--- config.mk ---
export PLATFORM = sky130hd
export DESIGN_NAME = masked_hamming_distance_flat
export DESIGN_NICKNAME = d
export VERILOG_FILES = /design/src/mhd_pkg.sv /design/src/mhd_stream_if.sv /design/src/mhd_lane.sv /design/src/mhd_merge.sv /design/src/mhd_div.sv /design/src/masked_hamming_distance.sv /design/src/flat_wrapper.sv
export SDC_FILE = /design/constraint.sdc
export NUM_CORES = 1
export LEC_CHECK = 0
export BUFFER_PORTS_ARGS = -buffer_cell sky130_fd_sc_hd__buf_2
export CORE_MARGIN = 5
export CORE_UTILIZATION = 35
export CTS_CLUSTER_SIZE = 40
export DETAILED_ROUTE_END_ITERATION = 8
export PLACE_DENSITY = 0.61
export SYNTH_ARGS = -nofsm -noshare
export SYNTH_HDL_FRONTEND = slang
export SYNTH_SLANG_ARGS = --single-unit
--- constraint.sdc ---
create_clock -name clk -period 8.75 [get_ports clk]
set_input_delay 0.4375 -clock clk [delete_from_list [all_inputs] [get_ports clk]]
set_output_delay 0.4375 -clock clk [all_outputs]
set_load 0.01 [all_outputs]
--- src/mhd_pkg.sv ---
// ----------------------------------------------------------------------------
// Masked Hamming distance package
// Sizes, count types and the status record shared by the distance block.
// ----------------------------------------------------------------------------
package mhd_pkg;

  // Descriptor geometry.
  localparam int DESC_BYTES = 64;
  localparam int LANE_BYTES = 8;
  localparam int BYTE_W     = 8;
  localparam int WORD_W     = 64;
  localparam int DIST_W     = 10;

  // Count ranges that follow from the geometry.
  localparam int COUNT_MAX  = 8 * DESC_BYTES;
  localparam int CNT_W      = $clog2(COUNT_MAX + 1);
  localparam int LANE_CNT_W = $clog2(BYTE_W + 1);
  localparam int SUM_W      = $clog2(BYTE_W * LANE_BYTES + 1);

  // Divider widths. The quotient never exceeds COUNT_MAX, so CNT_W steps suffice.
  localparam int PROD_W     = 2 * CNT_W;
  localparam int NUM_W      = PROD_W + 1;
  localparam int DEN_W      = CNT_W + 1;
  localparam int QUO_W      = CNT_W;
  localparam int STEP_W     = $clog2(QUO_W);

  // Counts found by one byte lane.
  typedef struct packed {
    logic [LANE_CNT_W-1:0] da;
    logic [LANE_CNT_W-1:0] db;
    logic [LANE_CNT_W-1:0] na;
    logic [LANE_CNT_W-1:0] nb;
    logic [LANE_CNT_W-1:0] pd;
  } lane_cnt_t;

  // Running counts of one descriptor pair.
  typedef struct packed {
    logic [CNT_W-1:0] da;
    logic [CNT_W-1:0] db;
    logic [CNT_W-1:0] na;
    logic [CNT_W-1:0] nb;
    logic [CNT_W-1:0] pd;
  } counts_t;

  // Divider status toward the top level.
  typedef struct packed {
    logic              idle;
    logic              done;
    logic [DIST_W-1:0] distance;
  } div_stat_t;

endpackage

--- src/mhd_stream_if.sv ---
// ----------------------------------------------------------------------------
// Masked Hamming distance channels
// Valid/ready channels for descriptor words and for distance results.
// ----------------------------------------------------------------------------
interface mhd_desc_if;
  import mhd_pkg::*;

  logic              valid;
  logic              ready;
  logic [WORD_W-1:0] a_bits;
  logic [WORD_W-1:0] a_mask;
  logic [WORD_W-1:0] b_bits;
  logic [WORD_W-1:0] b_mask;
  logic              last_word;

  modport source (output valid, a_bits, a_mask, b_bits, b_mask, last_word, input ready);
  modport sink (input valid, a_bits, a_mask, b_bits, b_mask, last_word, output ready);
endinterface

interface mhd_dist_if;
  import mhd_pkg::*;

  logic              valid;
  logic              ready;
  logic [DIST_W-1:0] distance;

  modport source (output valid, distance, input ready);
  modport sink (input valid, distance, output ready);
endinterface

--- src/mhd_lane.sv ---
// ----------------------------------------------------------------------------
// Masked Hamming distance byte lane
// Counts the differing bits, the mask bits and the masked differing bits of one byte.
// ----------------------------------------------------------------------------
module mhd_lane (
  input  logic [mhd_pkg::BYTE_W-1:0] a_bits,
  input  logic [mhd_pkg::BYTE_W-1:0] a_mask,
  input  logic [mhd_pkg::BYTE_W-1:0] b_bits,
  input  logic [mhd_pkg::BYTE_W-1:0] b_mask,
  output mhd_pkg::lane_cnt_t         cnt
);
  import mhd_pkg::*;

  logic [BYTE_W-1:0] diff;

  function automatic logic [LANE_CNT_W-1:0] ones(input logic [BYTE_W-1:0] v);
    logic [LANE_CNT_W-1:0] n;
    n = '0;
    for (int i = 0; i < BYTE_W; i++) begin
      n = n + LANE_CNT_W'(v[i]);
    end
    return n;
  endfunction

  // The five per-byte counts.
  always_comb begin
    diff   = a_bits ^ b_bits;
    cnt.da = ones(diff & a_mask);
    cnt.db = ones(diff & b_mask);
    cnt.na = ones(a_mask);
    cnt.nb = ones(b_mask);
    cnt.pd = ones(diff);
  end

endmodule

--- src/mhd_merge.sv ---
// ----------------------------------------------------------------------------
// Masked Hamming distance merge and accumulate
// Adds the lane counts of a word and keeps the saturating running counts.
// ----------------------------------------------------------------------------
module mhd_merge (
  input  logic                clk,
  input  logic                rst,
  input  logic                accept,
  input  logic                last,
  input  mhd_pkg::lane_cnt_t  lane_cnt [mhd_pkg::LANE_BYTES],
  output mhd_pkg::counts_t    total
);
  import mhd_pkg::*;

  counts_t          acc;
  logic [SUM_W-1:0] word_da;
  logic [SUM_W-1:0] word_db;
  logic [SUM_W-1:0] word_na;
  logic [SUM_W-1:0] word_nb;
  logic [SUM_W-1:0] word_pd;

  function automatic logic [CNT_W-1:0] sat_add(input logic [CNT_W-1:0] a,
                                               input logic [SUM_W-1:0] inc);
    logic [CNT_W:0] s;
    s = (CNT_W+1)'(a) + (CNT_W+1)'(inc);
    return (s > (CNT_W+1)'(COUNT_MAX)) ? CNT_W'(COUNT_MAX) : s[CNT_W-1:0];
  endfunction

  // Word totals across the lanes.
  always_comb begin
    word_da = '0;
    word_db = '0;
    word_na = '0;
    word_nb = '0;
    word_pd = '0;
    for (int i = 0; i < LANE_BYTES; i++) begin
      word_da = word_da + SUM_W'(lane_cnt[i].da);
      word_db = word_db + SUM_W'(lane_cnt[i].db);
      word_na = word_na + SUM_W'(lane_cnt[i].na);
      word_nb = word_nb + SUM_W'(lane_cnt[i].nb);
      word_pd = word_pd + SUM_W'(lane_cnt[i].pd);
    end
  end

  // Running counts including the present word.
  always_comb begin
    total.da = sat_add(acc.da, word_da);
    total.db = sat_add(acc.db, word_db);
    total.na = sat_add(acc.na, word_na);
    total.nb = sat_add(acc.nb, word_nb);
    total.pd = sat_add(acc.pd, word_pd);
  end

  // The last word hands its totals on and starts the next pair from zero.
  always_ff @(posedge clk) begin
    if (rst) begin
      acc <= '0;
    end else if (accept) begin
      acc <= last ? '0 : total;
    end
  end

`ifndef NO_ASSERTIONS
  // A masked difference count can never pass its own mask count.
  a_acc_order: assert property (@(posedge clk) disable iff (rst)
    acc.da <= acc.na && acc.db <= acc.nb && acc.pd <= CNT_W'(COUNT_MAX))
    else $error("mhd_merge: running counts out of order");
`endif

endmodule

--- src/mhd_div.sv ---
// ----------------------------------------------------------------------------
// Masked Hamming distance weighting unit; plain mode passes pd on unchanged.
// Forms dA*nA + dB*nB and nA + nB, then divides one quotient bit per cycle.
// ----------------------------------------------------------------------------
module mhd_div (
  input  logic                clk,
  input  logic                rst,
  input  logic                start,
  input  logic                use_masks,
  input  mhd_pkg::counts_t    cnt,
  input  logic                take,
  output mhd_pkg::div_stat_t  stat
);
  import mhd_pkg::*;

  typedef enum logic [2:0] {IDLE, MUL, SUM, DIV, DONE} state_t;

  state_t            state;
  logic [CNT_W-1:0]  da;
  logic [CNT_W-1:0]  db;
  logic [CNT_W-1:0]  na;
  logic [CNT_W-1:0]  nb;
  logic [PROD_W-1:0] prod_a;
  logic [PROD_W-1:0] prod_b;
  logic [DEN_W-1:0]  den;
  logic [DEN_W-1:0]  rem;
  logic [QUO_W-1:0]  qs;
  logic [STEP_W-1:0] step;
  logic [NUM_W-1:0]  num;
  logic [DEN_W:0]    trial;
  logic [DEN_W:0]    diff;
  logic              ge;

  // Numerator sum and one restoring division step.
  always_comb begin
    num   = NUM_W'(prod_a) + NUM_W'(prod_b);
    trial = {rem, qs[QUO_W-1]};
    diff  = trial - {1'b0, den};
    ge    = trial >= {1'b0, den};
  end

  // Sequencer with its data registers.
  always_ff @(posedge clk) begin
    if (rst) begin
      state <= IDLE;
    end else begin
      case (state)
        IDLE: begin
          if (start) begin
            if (use_masks) begin
              da    <= cnt.da;
              db    <= cnt.db;
              na    <= cnt.na;
              nb    <= cnt.nb;
              state <= MUL;
            end else begin
              qs    <= cnt.pd;
              state <= DONE;
            end
          end
        end
        MUL: begin
          prod_a <= PROD_W'(da) * PROD_W'(na);
          prod_b <= PROD_W'(db) * PROD_W'(nb);
          den    <= DEN_W'(na) + DEN_W'(nb);
          state  <= SUM;
        end
        SUM: begin
          rem  <= num[NUM_W-1 -: DEN_W];
          step <= STEP_W'(QUO_W - 1);
          if (den == '0) begin
            // Both masks empty: the distance is zero.
            qs    <= '0;
            state <= DONE;
          end else begin
            qs    <= num[QUO_W-1:0];
            state <= DIV;
          end
        end
        DIV: begin
          rem <= ge ? diff[DEN_W-1:0] : trial[DEN_W-1:0];
          qs  <= {qs[QUO_W-2:0], ge};
          if (step == '0) begin
            state <= DONE;
          end else begin
            step <= step - STEP_W'(1);
          end
        end
        DONE: begin
          if (take) begin
            state <= IDLE;
          end
        end
        default: begin
          state <= IDLE;
        end
      endcase
    end
  end

  assign stat.idle     = (state == IDLE);
  assign stat.done     = (state == DONE);
  assign stat.distance = DIST_W'(qs);

`ifndef NO_ASSERTIONS
  // The partial remainder stays below the divisor through every step.
  a_rem_bound: assert property (@(posedge clk) disable iff (rst)
    state == DIV |-> rem < den)
    else $error("mhd_div: remainder not below divisor");

  // The plain distance needs no arithmetic and is ready in the next cycle.
  a_plain_fast: assert property (@(posedge clk) disable iff (rst)
    state == IDLE && start && !use_masks |=> state == DONE)
    else $error("mhd_div: plain distance delayed");

  // A weighted average of counts cannot exceed the largest count.
  a_quo_bound: assert property (@(posedge clk) disable iff (rst)
    state == DONE |-> qs <= QUO_W'(COUNT_MAX))
    else $error("mhd_div: quotient out of range");
`endif

endmodule

--- src/masked_hamming_distance.sv ---
// A result is registered at the output once the divider is done; in masked mode
// the divider first steps through MUL, SUM and DIV, the last bit-serially.
// Throughput: one non-last word per cycle while the divider is idle; the last word
// occupies the divider, and no word is taken until its result has been handed on.
// Reset (rst, synchronous): counts clear, divider goes idle, use_masks is 1.
// ----------------------------------------------------------------------------
// Masked Hamming distance top level
// Byte lanes count each word, a merge stage accumulates, a divider weights.
// ----------------------------------------------------------------------------
module masked_hamming_distance (
  input  logic               clk,
  input  logic               rst,
  input  logic               cfg_we,
  input  logic               cfg_data,
  mhd_desc_if.sink           desc,
  mhd_dist_if.source         result
);
  import mhd_pkg::*;

  logic       use_masks;
  logic       accept;
  logic       start;
  logic       take;
  lane_cnt_t  lane_cnt [LANE_BYTES];
  counts_t    total;
  div_stat_t  stat;

  // Mode register.
  always_ff @(posedge clk) begin
    if (rst) begin
      use_masks <= 1'b1;
    end else if (cfg_we) begin
      use_masks <= cfg_data;
    end
  end

  // Words are taken whenever the divider is free.
  assign desc.ready = stat.idle;
  assign accept     = desc.valid && desc.ready;
  assign start      = accept && desc.last_word;

  // One lane per byte of the word.
  for (genvar i = 0; i < LANE_BYTES; i++) begin : g_lane
    mhd_lane u_lane (
      .a_bits (desc.a_bits[BYTE_W*i +: BYTE_W]),
      .a_mask (desc.a_mask[BYTE_W*i +: BYTE_W]),
      .b_bits (desc.b_bits[BYTE_W*i +: BYTE_W]),
      .b_mask (desc.b_mask[BYTE_W*i +: BYTE_W]),
      .cnt    (lane_cnt[i])
    );
  end

  mhd_merge u_merge (
    .clk      (clk),
    .rst      (rst),
    .accept   (accept),
    .last     (desc.last_word),
    .lane_cnt (lane_cnt),
    .total    (total)
  );

  mhd_div u_div (
    .clk       (clk),
    .rst       (rst),
    .start     (start),
    .use_masks (use_masks),
    .cnt       (total),
    .take      (take),
    .stat      (stat)
  );

  // Output register between the divider and the result channel.
  assign take = stat.done && (!result.valid || result.ready);

  always_ff @(posedge clk) begin
    if (rst) begin
      result.valid <= 1'b0;
    end else if (take) begin
      result.valid <= 1'b1;
    end else if (result.ready) begin
      result.valid <= 1'b0;
    end
  end

  always_ff @(posedge clk) begin
    if (take) begin
      result.distance <= stat.distance;
    end
  end

`ifndef NO_ASSERTIONS
  // A last word occupies the divider, so no further word is taken at once.
  a_busy_after_last: assert property (@(posedge clk) disable iff (rst)
    start |=> !desc.ready)
    else $error("masked_hamming_distance: word taken while dividing");
`endif

endmodule

--- src/flat_wrapper.sv ---
// flat-port wrapper written by rule: the top's interface ports become plain ports
module masked_hamming_distance_flat import mhd_pkg::*;
  (clk, rst, cfg_we, cfg_data, desc_valid, desc_a_bits, desc_a_mask, desc_b_bits, desc_b_mask, desc_last_word, desc_ready, result_valid, result_distance, result_ready);
  mhd_desc_if desc_i ();
  mhd_dist_if result_i ();
  input  logic clk;
  input  logic rst;
  input  logic cfg_we;
  input  logic cfg_data;
  input wire logic [$bits(desc_i.valid)-1:0] desc_valid;
  input wire logic [$bits(desc_i.a_bits)-1:0] desc_a_bits;
  input wire logic [$bits(desc_i.a_mask)-1:0] desc_a_mask;
  input wire logic [$bits(desc_i.b_bits)-1:0] desc_b_bits;
  input wire logic [$bits(desc_i.b_mask)-1:0] desc_b_mask;
  input wire logic [$bits(desc_i.last_word)-1:0] desc_last_word;
  output wire logic [$bits(desc_i.ready)-1:0] desc_ready;
  output wire logic [$bits(result_i.valid)-1:0] result_valid;
  output wire logic [$bits(result_i.distance)-1:0] result_distance;
  input wire logic [$bits(result_i.ready)-1:0] result_ready;
  assign desc_i.valid = desc_valid;
  assign desc_i.a_bits = desc_a_bits;
  assign desc_i.a_mask = desc_a_mask;
  assign desc_i.b_bits = desc_b_bits;
  assign desc_i.b_mask = desc_b_mask;
  assign desc_i.last_word = desc_last_word;
  assign desc_ready = desc_i.ready;
  assign result_valid = result_i.valid;
  assign result_distance = result_i.distance;
  assign result_i.ready = result_ready;
  masked_hamming_distance u_core (.clk(clk), .rst(rst), .cfg_we(cfg_we), .cfg_data(cfg_data), .desc(desc_i), .result(result_i));
endmodule
=== Word level (Yosys, flattened, before mapping) ===
Index checks and enable logic that the tools add are counted.

* Bits in registers: 181
* Input bits: 263

* Add/sub/neg operators: 324
* Multiply operators: 2
* Magnitude comparators: 6
* Equality and inequality tests: 9
* Muxes and demuxes: 22
* Bitwise gates (word level): 25
* Reductions and logical operators: 17

{| class="wikitable"
|+ Operators with widths
! operator !! count
|-
| $add 4x1->4 || 160
|-
| $add 3x1->4 || 40
|-
| $add 7x4->7 || 20
|-
| $and 8x8->8 || 16
|-
| $add 2x1->3 || 40
|-
| $add 1x1->2 || 40
|-
| $mux 10 || 8
|-
| $xor 8x8->8 || 8
|-
| $add 10x7->11 || 5
|-
| $gt 11x10->1 const B || 5
|-
| $mux 50 || 1
|-
| $mul 10x10->20 || 2
|-
| $add 6x4->7 || 5
|-
| $add 5x4->6 || 5
|-
| $pmux 10 s3 || 1
|-
| $add 4x4->5 || 5
|-
| $pmux 11 s2 || 1
|-
| $add 20x20->21 || 1
|-
| $mux 3 || 5
|-
| $pmux 3 s5 || 1
|-
| $ge 12x11->1 || 1
|-
| $add 10x10->11 || 1
|-
| $logic_not 11->1 || 1
|-
| $mux 11 || 1
|-
| 21 further kinds || 32
|}

=== Depth between registers and ports, before layout ===
Gate-level depths: netlist (run 1).

* Word-level depth: 21
* Depth in mapped cells: 26

=== Cells and area by module ===
A second synthesis (run 1) with hierarchy kept.

* Cell total of the unflattened synthesis: 2951
* Area, all modules: 28295.9 um^2

{| class="wikitable"
|+ Modules (own cells, without submodules)
! module !! instances !! cells an instance !! area each (um^2) !! seq. area each (um^2)
|-
| mhd_div || 1 || 1210 || 12450.7 || 3543.4
|-
| mhd_merge || 1 || 819 || 7626.1 || 1001.0
|-
| mhd_lane at u_core.g_lane[0].u_lane ... || 7 || 112 || 975.9 || 0.0
|-
| mhd_lane at u_core.g_lane[7].u_lane || 1 || 118 || 998.5 || 0.0
|-
| masked_hamming_distance || 1 || 20 || 389.1 || 340.3
|}

=== Least setup slack after synthesis (run 1) ===
Ideal clock, no wire load.

* Kind: input port to flip-flop
* Start: input port desc_b_bits[20]
* End: register u_core.u_div.da[0], data pin
* Arrival: 7.508 ns
* Required time: 8.617 ns
* Slack: 1.108 ns
* Stages: 22
* Buffers on the path: 0
* Cell sequence: xor2_1 -> nand2_1 -> fa_1 -> inv_1 -> fa_1 -> inv_1 -> fa_1 -> fa_1 -> fa_1 -> fa_1 -> fa_1 -> fa_1 -> inv_1 -> fa_1 -> fa_1 -> a21o_1 -> a21oi_2 -> xnor2_1 -> or4_1 -> or4_1 -> o32ai_2 -> and3_1

{| class="wikitable"
|+ RTL lines
! item !! line !! RTL
|-
| start: declaration || flat_wrapper.sv:13 || <nowiki>input wire logic [$bits(desc_i.b_bits)-1:0] desc_b_bits;</nowiki>
|-
| end signal: assignment || mhd_div.sv:51 || <nowiki>da <= cnt.da;</nowiki>
|-
| end: declaration || mhd_div.sv:19 || <nowiki>logic [CNT_W-1:0] da;</nowiki>
|}

==> results of run 1 <==
==> cell type report <==
type | instances | area [um2] | share of cell area [%]
Multi-Input combinational cell | 1825 | 18600 | 64.5
Sequential cell | 181 | 4880 | 17.0
Inverter | 543 | 2040 | 7.08
Timing Repair Buffer | 290 | 1490 | 5.18
Tap cell | 959 | 1200 | 4.17
Clock buffer | 17 | 425 | 1.48
Clock inverter | 15 | 178 | 0.617
Antenna cell | 1 | 2.50 | 0.00869
==> worst max-delay path, stage by stage <==
cell     delay, ns
buf_2         0.10
xor2_1        0.55
and2_1        0.25
fa_1          0.45
fa_1          0.53
inv_1         0.06
fa_1          0.53
fa_1          0.46
fa_1          0.51
fa_1          0.56
fa_1          0.43
fa_1          0.49
inv_1         0.05
fa_1          0.41
fa_1          0.47
a21o_1        0.18
a21oi_2       0.20
xnor2_1       0.13
or4_1         0.39
or4_1         0.42
o32ai_2       0.38
and3_1        0.24
==> placed cells by master (no fill, tap or decap), types with 23 or more instances in the layout <==
cell,count
edfxtp_1,126
fa_1,407
buf_2,274
nor2b_1,23
xnor2_1,69
a21oi_1,65
o21ai_0,42
nor2_1,112
dfxtp_1,55
and2_1,157
nand3_1,23
a22o_1,28
xor2_1,94
inv_1,543
nand2_1,243
ha_1,287
==> synthesized netlist by cell type, drive strengths merged, types with 12 or more instances <==
library cell,instances,area share [%]
dfxtp,55,4.3
nor3,23,0.45
and2,157,3.8
a211oi,16,0.49
a22o,28,0.96
o2111ai,12,0.41
or3,16,0.39
fa,407,32
edfxtp,126,15
xnor2,69,2.4
a21oi,68,1.4
nand2,243,3.6
nor2,112,1.6
xor2,94,3.2
nand3,23,0.45
o21bai,15,0.44
clkbuf,44,0.64
and3,15,0.37
a31oi,18,0.44
a21o,22,0.64
ha,287,14
o31ai,13,0.38
inv,543,7.9
nor2b,23,0.56
o21ai,43,0.84
==> worst min-delay path by stage <==
stage          cells after the start                     end  slack [ns]              startpoint
2_1_floorplan                      2  u_core.u_merge.acc[20]        0.43  u_core.u_merge.acc[20]
3_3_place_gp                       2  u_core.u_merge.acc[10]        0.44  u_core.u_merge.acc[10]
3_5_place_dp                       2  u_core.u_merge.acc[10]        0.46  u_core.u_merge.acc[10]
4_1_cts                            2        u_core.use_masks        0.20                  cfg_we
5_1_grt                            2        u_core.use_masks        0.22                  cfg_we
6_report                           2        u_core.use_masks        0.23                  cfg_we
==> metrics by stage <==
stage / hold WS [ns] / util, %
after floorplan: 0.425 / -
after global placement: 0.437 / 38.7
after detailed placement: 0.456 / 38.7
after CTS: 0.197 / 39.5
after global routing: 0.217 / 39.5
final: 0.234 / 39.5
==> layer usage <==
metal	vias to the layer above	share of wire, %	GRT usage (%)	routed length [um]
met2	529	48	32.4	35000
met1	8812	42	23.7	30800
met3	115	5.2	3.16	3770
met5	-	0.036	0	26
met4	4	4.6	7.63	3330
li1	8815	-	-	-
==> registers in the layout, indices dropped and copies added, names as in the netlist, 11 cells and up <==
signal / count
u_core.u_div.prod_a: 20
u_core.u_div.den: 11
u_core.u_div.rem: 11
u_core.u_div.prod_b: 20
u_core.u_merge.acc: 50
==> cells by family (layout without fill, tap and decap cells) <==
group | after synthesis | after routing | share of synthesized area [%]
compound gates | 314 | 314 | 8.57
xor+xnor | 163 | 163 | 5.57
fa+ha+maj | 694 | 694 | 45.8
buf+inv | 588 | 865 | 8.61
flops | 181 | 181 | 19.0
mux | 6 | 6 | 0.244
other cells | 0 | 1 | 0
simple gates | 648 | 648 | 12.2
==> flow_summary.yaml, run 1 <==
job:
  drv_cap: 0
setup_path:
  rr_startpoint: "u_core.u_merge.acc[0]"
  r2r_end: "u_core.u_merge.acc[3]"
  worstPathMaxFanout: 8
  arrival_ns: 8.22
  startpoint: "desc_b_bits[10]"
  end_kind: "register"
  cp-start-kind: "input port"
  path_class: "in2reg"
  reg2reg_depth: 23
  cp.required_ns: 9.06
  reg2reg_slack_ns: 1.47
  worstSetupEndpoint: "u_core.u_div.da[3]"
global_routing:
  antenna_found_initial: 5
  track_usage_pct: 18.8
  grt-ovfl-total: 0
  grt_pass1_vias: 19800
  grt_pass1_wl_um: 114000
  grt_start_max_net_pins: 52
sta:
  max_slew.worst_pin.slew_ns: 0.894
  fin_crit_ns: 7.92
  hold_violations: 0
  drv_slew: 0
  fmax_ghz: 0.126
  finalSetupTns_ns: 0
  finalClockSkew_ns: 0.0151
  setup_slack_ns: 0.831
  finalSetupViolCount: 0
  slew_headroom_pct: 40.2
  rsz0062_at_grt: "false"
  min_period_over_period_pct: 90.5
clocking:
  ctsHoldBuffers: 0
  cts_setup_buffers: 0
  root_buffer: "clkbuf_16"
  ctsResizeCount: 0
  cts_buffers: 17
  clk_latency_ns: 0.45
  cts_buffer_depth: 2
  cts_max_level: 4
  cts_tree: "done"
  clkSinkCount: 181
  clk_pin_slew_worst_paths_ns: 0.07
place:
  detailed_place.area_um2: 28200
  portBuffers: 274
  dp_hpwl_um: 65000
  gp_congestion: 1.04
  dpl.cell_count: 3798
  pre_cts_slack_ns: 0.336
final_layout:
  fin_cells: 3831
  drive_gt1_share_pct: 11.8
  fillers: 7290
  area_growth_pct: 12.3
  postLayoutCellArea_um2: 28800
  layout.nets: 3815
logic_synthesis:
  ys_seq_area_share_pct: 19.0
  synth_seq_cells: 181
  netlist_instances: 2594
  syn-mean-instance-area_um2: 9.89
  synth_edf_count: 126
  synth_cell_types: 64
  synth_ff_type: "edfxtp_1"
  async_flop_share_pct: 0
  syn_nets: 3551
  ys_warn_count: 0
  synth_area_um2: 25700
floorplan:
  coreArea_um2: 72800
  die_h_um: 281
  ios: 275
  num_rows: 99
  start_util_pct: 35.2
  die_area_um2: 78800
  fp.dieW_um: 281
route:
  first_pass_iters: 5
  vias: 18300
  ant_nets: 0
  wl_um: 73000
  dr.first_iter.drc_count: 913
  wl_per_cell_um: 19.0
  vias_per_cell: 4.77
  drc: 0
outcome:
  outcome: "complete, no violations"
hold_path:
  min_path_type: "in2reg"
Power of run 1 is not shown: default switching activity piles up to over one toggle a cycle in this logic, so the estimate is an artifact.
==> inputs of run 2 (changes only) <==
Settings changed: MAX_ROUTING_LAYER from default to met4, PLACE_DENSITY 0.61 to default.
==> flow_summary.yaml, run 2 (synthesis results as in run 1) <==
outcome:
  outcome: "complete, no violations"
setup_path:
  end_kind: "register"
  cp.required_ns: 9.07
  crit_chain: "buf_2 > xor2_1 > nand2_1 > fa_1 > inv_1 > fa_1 > inv_1 > fa_1 > fa_1 > fa_1 > fa_1 > fa_1 > fa_1 > inv_1 > fa_1 > fa_1 > a21o_1 > a21oi_2 > xnor2_1 > or4_1 > or4_1 > o32ai_2 > and3_1"
  cp_slowest_cell: "fa_1"
  cp_slowest_stage_delay_ns: 0.62
  worstPathMaxFanout: 8
  path_class: "in2reg"
  cp_common_cell: "fa_1"
  cp-start-kind: "input port"
  arrival_ns: 8.21
floorplan:
  ios: 275
  coreArea_um2: 72800
  num_rows: 99
  die_area_um2: 78800
  die_h_um: 281
  start_util_pct: 35.2
  fp.dieW_um: 281
hold_path:
  min_path_type: "in2reg"
final_layout:
  largest_reg_flops: 50
  fillers: 7303
  drive_gt1_share_pct: 11.8
  final_common_cell: "inv_1"
  fin_util_pct: 39.4
  multi_input_area_um2: 18600
  regMostFlops: "u_core.u_merge.acc"
  area_growth_pct: 12.0
  layout.nets: 3814
  reg_top3: "u_core.u_merge.acc: 50 flops, u_core.u_div.prod_a: 20 flops, u_core.u_div.prod_b: 20 flops"
  seq_area_um2: 4880
  most-common-layout-cells: "inv_1, fa_1, ha_1"
route:
  wl_per_cell_um: 19.3
  drc: 0
  vias: 18400
  first_pass_iters: 5
  dr.first_iter.drc_count: 1000
  vias_per_cell: 4.80
  ant_nets: 0
  wl_um: 74100
place:
  portBuffers: 274
  dp_hpwl_um: 66300
  gp_congestion: 0.983
clocking:
  cts_tree: "done"
  cts_setup_buffers: 0
  cts_buffer_depth: 2
  ctsResizeCount: 0
  clk_latency_ns: 0.46
  clk_pin_slew_worst_paths_ns: 0.07
  clkSinkCount: 181
  cts_buffers: 17
  root_buffer: "clkbuf_16"
  cts_max_level: 4
  ctsHoldBuffers: 0
global_routing:
  grt_pass1_wl_um: 115000
  track_usage_pct: 19.7
  grt_pass1_vias: 19800
  antenna_found_initial: 4
  grt_start_max_net_pins: 52
  grt-ovfl-total: 0
sta:
  hold_violations: 0
  fmax_ghz: 0.127
  finalSetupTns_ns: 0
  finalClockSkew_ns: 0.0143
  min_period_over_period_pct: 90.2
  max_slew.worst_pin.slew_ns: 0.923
  drv_slew: 0
  fin_crit_ns: 7.89
  slew_headroom_pct: 38.2
  finalSetupViolCount: 0
  rsz0062_at_grt: "false"
job:
  drv_cap: 0
==> run 2: cell types whose count changed in the layout (fill, tap and decap cells not counted), sizes merged <==
cell | previous run | this run
clkbuf | 17 | 19
bufinv | 3 | 0
buf | 290 | 289
diode | 1 | 3
inv | 547 | 548
==> run 2: area by class of cell <==
type | instances | share of cell area, %
Antenna cell | 3 | 0.0261
Multi-Input combinational cell | 1825 | 64.7
Tap cell | 959 | 4.18
Clock inverter | 13 | 0.348
Clock buffer | 19 | 1.51
Timing Repair Buffer | 289 | 5.17
Inverter | 543 | 7.09
Sequential cell | 181 | 17.0
==> run 2: critical path, delay by kind of cell <==
kind | cells | cell delay [ns]
and+or+nand+nor | 4 | 1.20
buffers and inverters | 4 | 0.29
AOI/OAI and AO/OA | 3 | 0.75
adders and majority gates | 10 | 5.06
xor gates and xnor gates | 2 | 0.46
==> run 2: metal layers <==
metal  up-vias  track usage [%]  wire length [um]
met5         -                -                 0
met4         0             6.33              2620
met3        90             2.30              3190
met2       508             33.9             36500
met1      8960             24.4             31800
li1       8824                -                 -
==> run 2: stage by stage <==
step / hold WS, ns / cell area (um2) / instances / setup slack, ns
after floorplan: 0.425 / 25700 / 2594 / 1.11
after global placement: 0.439 / 28200 / 3797 / 0.348
after detailed placement: 0.452 / 28200 / 3797 / 0.308
after CTS: 0.177 / 28700 / 3829 / 0.795
after global routing: 0.189 / 28700 / 3832 / 0.439
final: 0.197 / 28700 / 3832 / 0.858
==> run 2: final timing paths <==
check,start,endpoint,slack (ns),cells past startpoint
setup / recovery,desc_b_bits[0],u_core.u_div.da[2],0.86,23
setup reg to reg,u_core.u_merge.acc[40],u_core.u_div.da[2],1.45,19
hold reg to reg,u_core.u_merge.acc[24],u_core.u_merge.acc[24],0.48,2
hold / removal,cfg_data,u_core.use_masks,0.20,2
Power of run 2 is left out for the same reason.
